### src/design/rc4_add_unit.sv
`timescale 1ns / 1ps
// ----------------------------------------------------------------------------
// rc4_add_unit: shared modulo-256 adder
// Three-operand byte add used for i, j and keystream index updates.
// ----------------------------------------------------------------------------
module rc4_add_unit (
    input  logic [7:0] i_a,
    input  logic [7:0] i_b,
    input  logic [7:0] i_c,
    output logic [7:0] o_sum
);

    assign o_sum = i_a + i_b + i_c;

endmodule

### config.mk
export PLATFORM = sky130hd
export DESIGN_NAME = rc4_add_unit
export DESIGN_NICKNAME = d
export VERILOG_FILES = /design/src/design/rc4_add_unit.sv
export SDC_FILE = /design/constraint.sdc
export NUM_CORES = 1
export LEC_CHECK = 0
export ABC_AREA = 1
export BUFFER_PORTS_ARGS = -buffer_cell sky130_fd_sc_hd__buf_2
export CAP_MARGIN = 10
export CORE_UTILIZATION = 35
export DETAILED_ROUTE_END_ITERATION = 8
export PLACE_DENSITY = 0.65
export SETUP_SLACK_MARGIN = 0.4
export SYNTH_ARGS = -nofsm -noshare
export SYNTH_HDL_FRONTEND = slang
export SYNTH_SLANG_ARGS = --single-unit
### constraint.sdc
create_clock -name vclk -period 5.05
set_input_delay 0.2525 -clock vclk [all_inputs]
set_output_delay 0.2525 -clock vclk [all_outputs]
set_load 0.1 [all_outputs]
==> results.py <==
metrics = {
    "finish": {
        "flip_flop_and_latch_count": 0,
        "clockBufferCount": 0,
        "layout_commonest_cell": "buf_2",
        "multi_input_combinational_cell_area_um2": 444.2,
        "design_area_um2": 709.4,
        "fillers": 153,
        "highest_count_cells_in_the_layout_ignoring_fill_and_taps": "32 x buf_2, 26 x nand2_1, 21 x inv_1",
        "seqCellArea_um2": 0,
        "syn2layout_area_growth_pct": 33.73,
        "antenna_diode_count": 0,
        "fin_nets": 153,
        "drive_gt1_frac": 0.3363,
    },
    "power_and_ir_drop": {
        "leakagePower_uw": 0.0004636,
        "pwr_density_cell_nw_per_um2": 405.8,
        "switchingPower_uw": 229.2,
        "peakVddDrop_v": 0.0001787,
        "comb_power_share": 1.000,
        "sequentialPowerShare": 0,
        "swShare": 0.7960,
        "clock_group_share_of_total_power": 0,
        "cell_internal_pwr_uw": 58.73,
    },
    "cts": {
        "count_of_cells_resized_by_post_cts_repair": 0,
        "cts-hold-fix-buffers": 0,
        "post-cts-setup-buffers": 0,
    },
    "sta": {
        "period_share": 0.5194,
        "achievable-frequency_mhz": 381.3,
        "rsz0062_at_grt": "false",
        "final-hold-violation-count": 0,
        "finalSetupViolCount": 0,
        "layout_min_cycle_time_ns": 2.623,
        "worst_slew_margin_rel": 0.6751,
        "tns_ns": 0,
        "timing_worst_slew_pin_value_ns": 0.4908,
        "finalMaxSlewViolations": 0,
    },
    "floorplanning": {
        "dieHeight_um": 40.93,
        "fp.dieW_um": 40.93,
        "dieArea_um2": 1675,
        "core-area_um2": 1350,
        "ioPinCount": 32,
        "initial_util": 0.3930,
        "floorplan.rows": 13,
    },
    "routing": {
        "vias_per_cell": 4.320,
        "wire_per_inst_um": 7.469,
        "drt_drc_violations_left": 0,
        "drt-total-wl_um": 956,
        "drt_iter0_drc": 4,
        "drt_first_pass_iters": 4,
        "routed_antenna_nets": 0,
        "vias": 553,
    },
    "synthesis": {
        "postSynthNetCount": 119,
        "postSynthAreaPerCell_um2": 6.549,
        "post_synth_inst_count": 81,
        "count_of_cell_types_in_the_netlist": 13,
        "post_synthesis_cell_area_um2": 530.5,
        "synth_seq_area_share": 0,
        "synth_warnings": 0,
    },
    "run_status": {
        "status": "complete, no violations",
    },
    "global_route": {
        "first_global_vias": 440,
        "number_of_antenna_violations_at_the_first_check_in_global_routing": 0,
        "maximum_number_of_pins_on_one_net_before_global_route_repair": 5,
        "global_route_total_overflow": 0,
        "grt_first_pass_wirelength_um": 1600,
        "grt_util_all_layers": 0.1316,
    },
    "min_path": {
        "hold_path_startpoint": "i_c[0]",
        "hold_path_class": "in -> out",
    },
    "place": {
        "dp_hpwl_um": 918,
        "gpl.final_weighted_congestion": 0.6457,
        "port_buffers": 32,
        "placedInstanceArea_um2": 709.4,
    },
    "run": {
        "drv.max_cap_violation_count": 0,
    },
    "setup_path": {
        "required_ns": 4.80,
        "crit_fanout": 3,
        "cp-start-kind": "input pin",
        "worst-setup-path-type": "in -> out",
        "worst_setup_path_end_kind": "output port",
        "setup.worst_path.start": "i_a[1]",
        "timing.critical_path.arrival_ns": 2.37,
    },
}
## cells in the mapped netlist
master / count / share of area
fa_1: 8 / 0.30
a21oi_1: 4 / 0.038
inv_2: 2 / 0.014
nand2_1: 26 / 0.18
ha_1: 6 / 0.14
nand2_2: 2 / 0.024
nand4_1: 1 / 0.012
nand3_2: 1 / 0.019
nor3_2: 1 / 0.019
nor2_1: 3 / 0.021
xnor2_1: 3 / 0.050
nand3_1: 3 / 0.028
inv_1: 21 / 0.15
## worst paths after layout
check / to / slack [ns] / depth (start not counted)
max: o_sum[7] / 2.43 / 11
min: o_sum[0] / 1.11 / 5
## per-stage QoR
step,hold WS (ns),utilization,setup WS [ns],total power (µW),cells
after CTS,1.111,0.5255,2.411,290.1,128
after floorplan,1.050,-,1.632,246.5,81
final,1.110,0.5255,2.427,287.9,128
after global placement,1.102,0.5255,2.463,287.8,128
after detailed placement,1.111,0.5255,2.433,289.4,128
after global routing,1.157,0.5255,2.288,308.3,128
## area by class of cell
class / instances / area share
multi-input cells: 58 / 0.6261
repair buffers: 32 / 0.2258
inverters: 23 / 0.1217
well taps: 15 / 0.02646
## layer usage
layer	vias up	wire length, µm	global-route usage
li1	301	-	-
met4	0	0	0
met1	235	392	0.1672
met3	0	54	0
met2	17	509	0.2578
met5	-	0	0
## kinds of logic after synthesis
family                     after synthesis  share of synthesized area
adders and majority gates               14                     0.4434
buffers and inverters                   23                     0.1627
xor gates and xnor gates                 3                    0.04954
AOI/OAI and AO/OA                        4                    0.03774
and+or+nand+nor                         37                     0.3066
## power by group through the flow
stage / registers (µW) / clock network [µW] / logic [µW]
6_report: 0 / 0 / 288
5_1_grt: 0 / 0 / 308
4_1_cts: 0 / 0 / 290
3_5_place_dp: 0 / 0 / 289
3_3_place_gp: 0 / 0 / 288
2_1_floorplan: 0 / 0 / 247
## worst max-delay path: stages
cell	delay (ns)
buf_2	0.11
fa_1	0.55
ha_1	0.21
inv_1	0.07
fa_1	0.43
inv_1	0.10
nand3_1	0.08
nand3_1	0.06
nand2_1	0.05
nand2_1	0.05
buf_2	0.41
Power figures use the tool's default switching activity.
