<file path="src/design/rc4_pkg.sv">
`timescale 1ns / 1ps
// ----------------------------------------------------------------------------
// rc4_pkg: shared types and constants for the RC4 keystream engine
// Word formats of both channels, permutation RAM request and code values.
// ----------------------------------------------------------------------------
package rc4_pkg;

    localparam int unsigned PERM_SIZE         = 256;
    localparam int unsigned MAX_KEY_BYTES_DEF = 256;

    localparam logic KIND_KEY  = 1'b0;
    localparam logic KIND_DATA = 1'b1;

    typedef struct packed {
        logic       kind;
        logic [7:0] value;
        logic       last;
    } t_in_word;

    typedef struct packed {
        logic [7:0] result_byte;
        logic       last_out;
    } t_out_word;

    typedef struct packed {
        logic [7:0] rd_addr;
        logic       we;
        logic [7:0] wr_addr;
        logic [7:0] wr_data;
        logic       clear;
    } t_perm_req;

endpackage

</file>
<file path="src/design/rc4_key_ram.sv">
`timescale 1ns / 1ps
// ----------------------------------------------------------------------------
// rc4_key_ram: key byte store
// Simple dual-port memory, one write and one registered read per cycle.
// ----------------------------------------------------------------------------
module rc4_key_ram #(
    parameter int unsigned DEPTH = rc4_pkg::MAX_KEY_BYTES_DEF,
    parameter int unsigned IDX_W = (DEPTH > 1) ? $clog2(DEPTH) : 1
) (
    input  logic             i_clk,
    input  logic             i_we,
    input  logic [IDX_W-1:0] i_wr_addr,
    input  logic [7:0]       i_wr_data,
    input  logic [IDX_W-1:0] i_rd_addr,
    output logic [7:0]       o_rd_data
);

    logic [7:0] r_mem [DEPTH];
    logic [7:0] r_rd_data;

    always_ff @(posedge i_clk) begin
        if (i_we) begin
            r_mem[i_wr_addr] <= i_wr_data;
        end
        r_rd_data <= r_mem[i_rd_addr];
    end

    assign o_rd_data = r_rd_data;

endmodule

</file>
<file path="config.mk">
export PLATFORM = sky130hd
export DESIGN_NAME = rc4_key_ram
export DESIGN_NICKNAME = d
export VERILOG_FILES = /design/src/design/rc4_pkg.sv /design/src/design/rc4_key_ram.sv
export SDC_FILE = /design/constraint.sdc
export NUM_CORES = 2
export LEC_CHECK = 0
export BUFFER_PORTS_ARGS = -buffer_cell sky130_fd_sc_hd__buf_2
export CAP_MARGIN = 20
export CORE_MARGIN = 2
export CORE_UTILIZATION = 40
export CTS_BUF_LIST = sky130_fd_sc_hd__clkbuf_4 sky130_fd_sc_hd__clkbuf_8
export DETAILED_ROUTE_END_ITERATION = 6
export PLACE_DENSITY = 0.64
export SLEW_MARGIN = 20
export SYNTH_ARGS = -nofsm -noshare
export SYNTH_HDL_FRONTEND = slang
export SYNTH_SLANG_ARGS = --single-unit
</file>
<file path="constraint.sdc">
create_clock -name i_clk -period 4 [get_ports i_clk]
set_input_delay 0 -clock i_clk [delete_from_list [all_inputs] [get_ports i_clk]]
set_output_delay 0 -clock i_clk [all_outputs]
set_load 0.02 [all_outputs]
</file>
==> out/metrics.csv <==
stage,metric,value,unit
run_status,status,"finished, final reports clean",
cts,CTS-repair resized insts,0,
power_and_ir_drop,leakage power,27.5,nW
sta,Slew @ Worst Pin,1.18,ns
logic_synthesis,synthesis-stage register bit count,2056,
floorplan,DIE AREA,202000,µm²
sta,final period utilization,75.6,%
min_path,WHS Path Cells,2,
cts,clock root cell,clkbuf_8,
cts,later-pin clock latency in the skew report,1.04,ns
place,post-DP HPWL,120,mm
logic_synthesis,Cells after Synth,3733,
worst_setup_path,Setup Crit Path Kind,register to register,
cts,H-Tree Depth,5,
global_route,initial antenna violation count,10,
detailed_routing,Routed WL,199,mm
logic_synthesis,Post-synth EDFFs,2048,
sta,RSZ-0062 raised after global routing,no,
place,Placement Cell Area,83000,µm²
sta,skew final,0.0809,ns
logic_synthesis,post-synthesis sequential area ratio,77.5,%
sta,final setup vio count,0,
detailed_routing,initial DRC count,5004,
sta,Final Hold Fails,0,
power_and_ir_drop,VDD IR max,0.358,mV
logic_synthesis,Syn Std Cell Area,79600,µm²
floorplan,die width,450,µm
cells_and_area,Layout area overhead,12.2,%
logic_synthesis,syn_nets,3759,
global_route,GRT Util Overall,19.4,%
floorplan,row cnt,163,
worst_setup_path,CP startpoint kind,register,
detailed_routing,"antenna viol nets, final",0,
worst_setup_path,worst-path fanout max,1,
detailed_routing,routed via count,39693,
cells_and_area,fraction of layout cells with a size suffix above 1,26.7,%
min_path,Hold Crit Class,input port to register,
global_route,largest net degree at the start of global routing,133,
cells_and_area,final net count,4049,
detailed_routing,DR vias/cell,5.76,
floorplan,initial core utilization,40.3,%
logic_synthesis,Yosys warning count,0,
global_route,vias in the first global route,40027,
sta,relative slew slack,20.8,%
floorplan,chip height,450,µm
power_and_ir_drop,P per Cell Area,482,nW/µm²
cts,total CTS buffers,333,
cts,Setup Buffers After CTS,0,
place,I/O Buffers,33,
sta,setup tns final,0,ns
global_route,first-pass GRT wire length,285,mm
worst_setup_path,Worst Path Arrival,3.89,ns
sta,Slew Limit Fails,0,
detailed_routing,DRC viols,0,
cells_and_area,fin area,89300,µm²
detailed_routing,wire per inst,28.9,µm
worst_setup_path,crit end category,register,
sta,post-route minimum period,3.02,ns
job,Max Cap Violations,0,
cts,clock sinks,2056,
cts,CTS Buffer Depth,4,
worst_setup_path,Worst EP required,4.87,ns
detailed_routing,drt pass-1 iters,6,
logic_synthesis,Mapped Avg Cell Area,21.3,µm²
global_route,GRT overflow,0,
cts,clk slew on worst S/H paths,0.06,ns
floorplan,Core Box Area,197000,µm²
place,placer's final routability congestion estimate,0.846,
cts,CTS tree,done,
floorplan,num ports,34,
worst_setup_path,Worst R2R Path Depth,7,
logic_synthesis,Synth cell types,55,
sta,Max Freq,0.331,GHz
logic_synthesis,Synth async-reset ratio,0,%
logic_synthesis,ys flop type,edfxtp_1,
through the flow:
stage	utilization, %	hold slack (ns)	instances	total power, mW	setup slack (ns)
2_1_floorplan	-	0.0989	3733	25.4	2.06
3_3_place_gp	42.1	0.509	6313	26.4	0.291
3_5_place_dp	42.1	0.521	6313	26.4	0.296
4_1_cts	45.2	0.0133	6887	43.3	1.13
5_1_grt	45.2	0.0443	6891	44.3	0.964
6_report	45.2	0.0612	6893	43.0	0.976
cell usage after synthesis, types with 5 or more instances:
library cell / count / area (µm²)
nor2_1: 282 / 1060
nor2b_1: 31 / 194
edfxtp_1: 2048 / 61500
nor4_1: 24 / 150
o22a_1: 5 / 43.8
mux4_2: 454 / 10200
clkbuf_1: 111 / 417
buf_8: 13 / 195
a22o_1: 8 / 70.1
mux2i_1: 134 / 1340
a221oi_1: 13 / 114
o22ai_1: 28 / 175
buf_1: 22 / 82.6
buf_2: 31 / 155
a22oi_1: 133 / 998
o221ai_1: 46 / 403
buf_12: 8 / 160
a211oi_1: 16 / 120
and2_1: 6 / 37.5
o211ai_1: 10 / 75.1
nand2b_1: 8 / 50.1
nor3_1: 22 / 110
buf_6: 21 / 236
nand2_1: 33 / 124
o21ai_0: 10 / 50.1
dfxtp_1: 8 / 160
buf_4: 27 / 203
nand4_1: 10 / 62.6
a21oi_1: 96 / 480
nand3_1: 34 / 170
where the power goes:
part           switching [mW]  leakage, nW  total [mW]  internal [mW]
Clock                    7.92         3.22        17.0           9.10
Sequential             0.0405         18.5        23.8           23.8
Combinational            1.44         5.79        2.19          0.752
Total                    9.40         27.5        43.0           33.6
cell families after synthesis:
logic type / count (synthesis) / synth area share [%]
AO/OA/AOI/OAI: 385 / 3.42
buffers and inverters: 235 / 1.83
flip-flops: 2056 / 77.5
multiplexers: 591 / 14.6
AND/OR/NAND/NOR: 466 / 2.63
sequential cells by signal, indices dropped and copies added, names as in the netlist:
| register | count |
|---|---|
| o_rd_data | 8 |
| r_mem | 2048 |
area by class of cell:
cell class | instances | area (µm²)
repair buffers | 188 | 1710
multi-input cells | 1442 | 16500
clock buffers | 455 | 5550
fillers | 16681 | 108000
diodes | 6 | 15.0
flip-flops and latches | 2056 | 61700
inverters | 2 | 7.51
clock inverters | 104 | 519
well taps | 2640 | 3300
routing by layer:
metal / part of all wire, % / GRT usage (%) / vias to the layer above
met5: 0.0065 / 0 / -
met4: 3.2 / 6.83 / 2
met3: 8.5 / 4.02 / 385
met2: 48 / 30.6 / 1900
met1: 40 / 26.9 / 21105
li1: - / - / 16301
cells in the final DEF, fill, tap and decap left out, types with 5 or more instances in the layout:
master	instances
clkbuf_4	114
a221oi_1	13
mux4_2	454
nand4_1	10
o22ai_1	28
buf_12	19
a21oi_1	96
buf_8	10
and2_1	6
nor4_1	23
o221ai_1	46
buf_4	123
mux2i_1	134
nand2b_1	8
a211oi_1	16
buf_2	21
nor3_1	22
edfxtp_1	2048
dfxtp_1	8
nor2_1	279
clkinv_2	20
nand2_1	32
o22a_1	5
a22o_1	8
a22oi_1	133
clkinv_1	76
nor2b_1	28
nand3_1	34
dlygate4sd3_1	15
o21ai_0	10
clkbuf_8	341
o211ai_1	10
diode_2	6
final timing paths:
path	startpoint	end	slack [ns]
max	r_mem[100][4]	o_rd_data[4]	0.98
min	i_wr_data[6]	r_mem[216][6]	0.06
max reg2reg	r_mem[100][4]	o_rd_data[4]	0.98
min reg2reg	r_mem[53][5]	o_rd_data[5]	1.01
worst max-delay path, stage by stage (launching register included):
cell	delay, ns
edfxtp_1	0.36
mux4_2	0.48
nor2b_1	0.15
a211oi_1	0.49
nor3_1	0.10
nor4_1	1.01
buf_4	0.26
nor4_1	0.05
timing repair:
action / in CTS / in global routing
hold buffers: 15 / 0
endpoints found under the setup margin: 0 / 0
endpoints found under the hold margin: 2415 / 0
Note: power is estimated with default switching activity, not from simulation.
