`src/design/rc4_pkg.sv`:
```
`timescale 1ns / 1ps
// ----------------------------------------------------------------------------
// rc4_pkg: shared types and constants for the RC4 keystream engine
// Word formats of both channels, permutation RAM request and code values.
// ----------------------------------------------------------------------------
package rc4_pkg;

    localparam int unsigned PERM_SIZE         = 256;
    localparam int unsigned MAX_KEY_BYTES_DEF = 256;

    localparam logic KIND_KEY  = 1'b0;
    localparam logic KIND_DATA = 1'b1;

    typedef struct packed {
        logic       kind;
        logic [7:0] value;
        logic       last;
    } t_in_word;

    typedef struct packed {
        logic [7:0] result_byte;
        logic       last_out;
    } t_out_word;

    typedef struct packed {
        logic [7:0] rd_addr;
        logic       we;
        logic [7:0] wr_addr;
        logic [7:0] wr_data;
        logic       clear;
    } t_perm_req;

endpackage

```
`src/design/rc4_perm_ram.sv`:
```
`timescale 1ns / 1ps
// ----------------------------------------------------------------------------
// rc4_perm_ram: 256 x 8 permutation store
// One write and one registered read per cycle. Per-entry valid bits make an
// unwritten entry read as its own address, so a clear restores identity.
// ----------------------------------------------------------------------------
module rc4_perm_ram (
    input  logic              i_clk,
    input  logic              i_rst_n,
    input  rc4_pkg::t_perm_req i_req,
    output logic [7:0]        o_rd_data
);

    logic [7:0]                   r_mem [rc4_pkg::PERM_SIZE];
    logic [rc4_pkg::PERM_SIZE-1:0] r_valid;
    logic [7:0]                   r_rd_data;
    logic [7:0]                   r_rd_addr;
    logic                         r_rd_valid;

    always_ff @(posedge i_clk) begin
        if (!i_rst_n) begin
            r_valid    <= '0;
            r_rd_valid <= 1'b0;
        end else begin
            r_rd_valid <= r_valid[i_req.rd_addr];
            if (i_req.clear) begin
                r_valid <= '0;
            end else if (i_req.we) begin
                r_valid[i_req.wr_addr] <= 1'b1;
            end
        end
    end

    always_ff @(posedge i_clk) begin
        if (i_req.we) begin
            r_mem[i_req.wr_addr] <= i_req.wr_data;
        end
        r_rd_data <= r_mem[i_req.rd_addr];
        r_rd_addr <= i_req.rd_addr;
    end

    assign o_rd_data = r_rd_valid ? r_rd_data : r_rd_addr;

endmodule

```
`config.mk`:
```
export PLATFORM = sky130hd
export DESIGN_NAME = rc4_perm_ram
export DESIGN_NICKNAME = d
export VERILOG_FILES = /design/src/design/rc4_pkg.sv /design/src/design/rc4_perm_ram.sv
export SDC_FILE = /design/constraint.sdc
export NUM_CORES = 2
export LEC_CHECK = 0
export BUFFER_PORTS_ARGS = -buffer_cell sky130_fd_sc_hd__buf_2
export CORE_MARGIN = 2
export CORE_UTILIZATION = 42
export DETAILED_ROUTE_END_ITERATION = 16
export PLACE_DENSITY_LB_ADDON = 0.2
export SYNTH_ARGS = -nofsm -noshare
export SYNTH_HDL_FRONTEND = slang
export SYNTH_SLANG_ARGS = --single-unit
```
`constraint.sdc`:
```
create_clock -name i_clk -period 3.6 [get_ports i_clk]
set_input_delay 0.72 -clock i_clk [delete_from_list [all_inputs] [get_ports i_clk]]
set_output_delay 0.72 -clock i_clk [all_outputs]
set_load 0.01 [all_outputs]
```
==> impl_metrics.json <==
{
  "antenna_found_initial": 16,
  "synth_cells": 4373,
  "drt_first_iter_violations": 5114,
  "worst-r2r-cell-count": 5,
  "clk_transition_reported_paths_ps": 60,
  "number_of_buffers_added_for_setup_after_cts": 0,
  "overflow": 0,
  "final.setup_skew_ps": 57.74,
  "power.share.clock_pct": 42.8,
  "timing.critical_path.required_ps": 2880,
  "finalSetupViolations": 0,
  "p_leak_nw": 33.25,
  "maxCapViolations": 0,
  "port_buffers": 35,
  "floorplan.initialDensity_pct": 42.11,
  "postLayoutCellArea_sq_um": 103600,
  "power.switching_w": 0.01188,
  "synth.yosys.warnings": 0,
  "post_route_cells_drive_above_1_share_pct": 31.00,
  "timing.rr.end": "r_rd_data[1]",
  "cts_repair_resize_count": 0,
  "vias_per_cell": 5.663,
  "die_height_um": 464.4,
  "syn_area_per_cell_sq_um": 20.36,
  "clk_latency_ps": 870,
  "power.density_nw_per_um2": 540.9,
  "met3_wirelength_from_detailed_routing_mm": 13.56,
  "fp.dieW_um": 464.4,
  "tritoncts.num_buffers": 231,
  "critical-path-top-delay-family": "flip-flops",
  "ys.flop_type": "sky130_fd_sc_hd__edfxtp_1",
  "fp-row-count": 169,
  "clock_sinks": 2321,
  "wl_mm": 232.6,
  "maxClockFrequency_mhz": 348.4,
  "post_route_drc": 0,
  "critPathKind": "reg2out",
  "route.vias.total": 44910,
  "p_int_w": 0.04417,
  "ir_drop_mv": 0.5589,
  "final_net_count": 4926,
  "final-hold-violation-count": 0,
  "finalMaxSlewViolations": 0,
  "cts_hold_buf": 0,
  "yosysMostFrequentCell": "sky130_fd_sc_hd__edfxtp_1",
  "synth.net_count": 4401,
  "first_global_vias": 44620,
  "yosysTopAreaCellShare_pct": 69.07,
  "io_pins": 36,
  "cts_tree": "built",
  "pin_count_of_the_biggest_net_entering_global_routing": 183,
  "placed_cell_area_sq_um": 96000,
  "asyncSetResetFlopFracSynth_pct": 0,
  "end_kind": "output port",
  "final_cell_count_no_fill": 7930,
  "timing.rr.start": "r_mem[91][1]",
  "post_synth_instance_area_sq_um": 89040,
  "yosysTopAreaCell": "sky130_fd_sc_hd__edfxtp_1",
  "min-delay-path-class": "in2reg",
  "critical_path.slowest_cell": "sky130_fd_sc_hd__dfxtp_1",
  "routedWlPerCell_um": 29.33,
  "critical_path_peak_fanout": 8,
  "drtAntennaViolNets": 0,
  "timing_worst_slew_pin_value_ps": 1111,
  "crit_buf_inv": 1,
  "design.die.area_sq_um": 215700,
  "fin_crit_sh_pct": 79.72,
  "result_of_the_run": "completed",
  "timing.critical_path.cells": "mux2_2, buf_2",
  "sequentialPowerShare_pct": 52.4,
  "cp_slowest_stage_delay_ps": 650,
  "synth_edf_count": 2048,
  "timing.hold.ws_ps": 132.5,
  "final.min_clock_period_ps": 2870,
  "post-dp-hpwl_mm": 144.9,
  "synth.top_cells.by_area": "sky130_fd_sc_hd__edfxtp_1 69%, sky130_fd_sc_hd__mux4_2 17%, sky130_fd_sc_hd__dfxtp_1 6.1%",
  "min_path_cells": 1,
  "ys_ff_latch": 2321,
  "routedLengthMet1_mm": 102.4,
  "ys_types": 44,
  "dr.pass1.iters": 6,
  "place_inst": 7486,
  "tns_ps": 0,
  "grt_pass1_wl_mm": 331.7,
  "top_layer": "met4",
  "worst_hold_path.endpoint": "r_rd_addr[7]",
  "cts.htree.levels": 4,
  "area_delta_synth_final_pct": 16.37,
  "rsz_0062_raised_after_global_routing": "false",
  "switching_share_pct": 21.20,
  "cts_buffer_depth": 3,
  "synth_sequential_area_ratio_pct": 75.21,
  "clockRootBuffer": "sky130_fd_sc_hd__clkbuf_16",
  "hp-start": "i_req[25]",
  "critPathLaunchType": "register",
  "groute.usage.overall_pct": 21.44,
  "post_synth_most_frequent_cells": "2048 x sky130_fd_sc_hd__edfxtp_1, 728 x sky130_fd_sc_hd__nor2_1, 659 x sky130_fd_sc_hd__mux4_2, 273 x sky130_fd_sc_hd__dfxtp_1, 101 x sky130_fd_sc_hd__clkbuf_1",
  "power.combinational.fraction_pct": 4.8,
  "core_region_area_sq_um": 211500,
  "r2r_setup_slack_ps": 1090,
  "gpl.final_weighted_congestion": 0.8326,
  "max_slew_headroom_at_the_worst_pin_pct": 25.75,
  "met2RoutedLength_mm": 112.1,
  "arrival_ps": 2150
}
[worst max-delay path by stage]
stage | cells after the start | slack [ps] | to | start
CTS | 2 | 680 | o_rd_data[1] | r_rd_valid
floorplan | 9 | 730 | r_rd_valid | i_req[18]
finish | 2 | 730 | o_rd_data[1] | r_rd_valid
detailed placement | 8 | -210 | r_rd_data[5] | i_req[18]
global placement | 8 | -200 | r_rd_data[7] | i_req[18]
global route | 8 | 630 | r_rd_data[5] | i_req[18]
[routing by layer]
layer	up-vias	global-route usage [%]
li1	18868	-
met1	24292	31.29
met2	1459	34.32
met3	291	3.102
met4	0	4.929
met5	-	0
[cells by family after synthesis]
logic type,count (synthesis),share of synthesized area [%]
DFF,2321,75.21
muxes,770,17.93
AOI/OAI and AO/OA,155,1.300
and+or+nand+nor,872,3.960
buffers and inverters,255,1.601
[flip-flops by register name, indices dropped and copies added, names as in the netlist]
register,count
r_mem,2048
r_valid,256
r_rd_addr,8
r_rd_data,8
r_rd_valid,1
[power groups by stage]
stage / Sequential [W] / Clock, W / Combinational, W
floorplan: 0.0299 / 0 / 0.00144
global placement: 0.0300 / 0 / 0.00270
detailed placement: 0.0300 / 0 / 0.00273
CTS: 0.0294 / 0.0244 / 0.00273
global route: 0.0294 / 0.0254 / 0.00284
finish: 0.0294 / 0.0240 / 0.00269
[cell usage in the layout (no fill, tap or decap), drive strengths merged, types with 2 or more instances in the layout]
| cell | n |
|---|---|
| nand3 | 32 |
| o21ai | 2 |
| mux2 | 12 |
| nor4 | 4 |
| o22ai | 54 |
| clkinv | 94 |
| o211ai | 3 |
| diode | 9 |
| or4 | 10 |
| nand4b | 2 |
| or2 | 2 |
| nor4b | 8 |
| clkinvlp | 8 |
| clkbuf | 309 |
| o221ai | 13 |
| nand3b | 3 |
| and3 | 2 |
| o21ba | 29 |
| nand2b | 4 |
| dfxtp | 273 |
| nand2 | 45 |
| a21oi | 11 |
| nor2b | 10 |
| mux4 | 659 |
| a211oi | 3 |
| edfxtp | 2048 |
| o31ai | 2 |
| buf | 542 |
| mux2i | 99 |
| nor2 | 728 |
| or3 | 2 |
| a22oi | 34 |
| nand4 | 17 |
| bufinv | 20 |
| inv | 9 |
[through the flow]
| step | utilization [%] | power [W] | setup slack [ps] |
|---|---|---|---|
| 4_1_cts | 48.99 | 0.05652 | 679.0 |
| 2_1_floorplan | - | 0.03136 | 731.7 |
| 6_report | 49.00 | 0.05605 | 730.0 |
| 3_5_place_dp | 45.40 | 0.03268 | -208.5 |
| 3_3_place_gp | 45.40 | 0.03265 | -196.5 |
| 5_1_grt | 49.00 | 0.05766 | 633.4 |
[cell type report]
cell class | count | area, sq um
diodes | 9 | 22.52
clock buffers | 309 | 6320
clock inverters | 126 | 1265
fillers | 17211 | 107800
inverters | 5 | 23.77
multi-input cells | 1797 | 20660
flip-flops and latches | 2321 | 66960
well taps | 2821 | 3530
repair buffers | 542 | 4828
(Power assumes the default switching activity.)
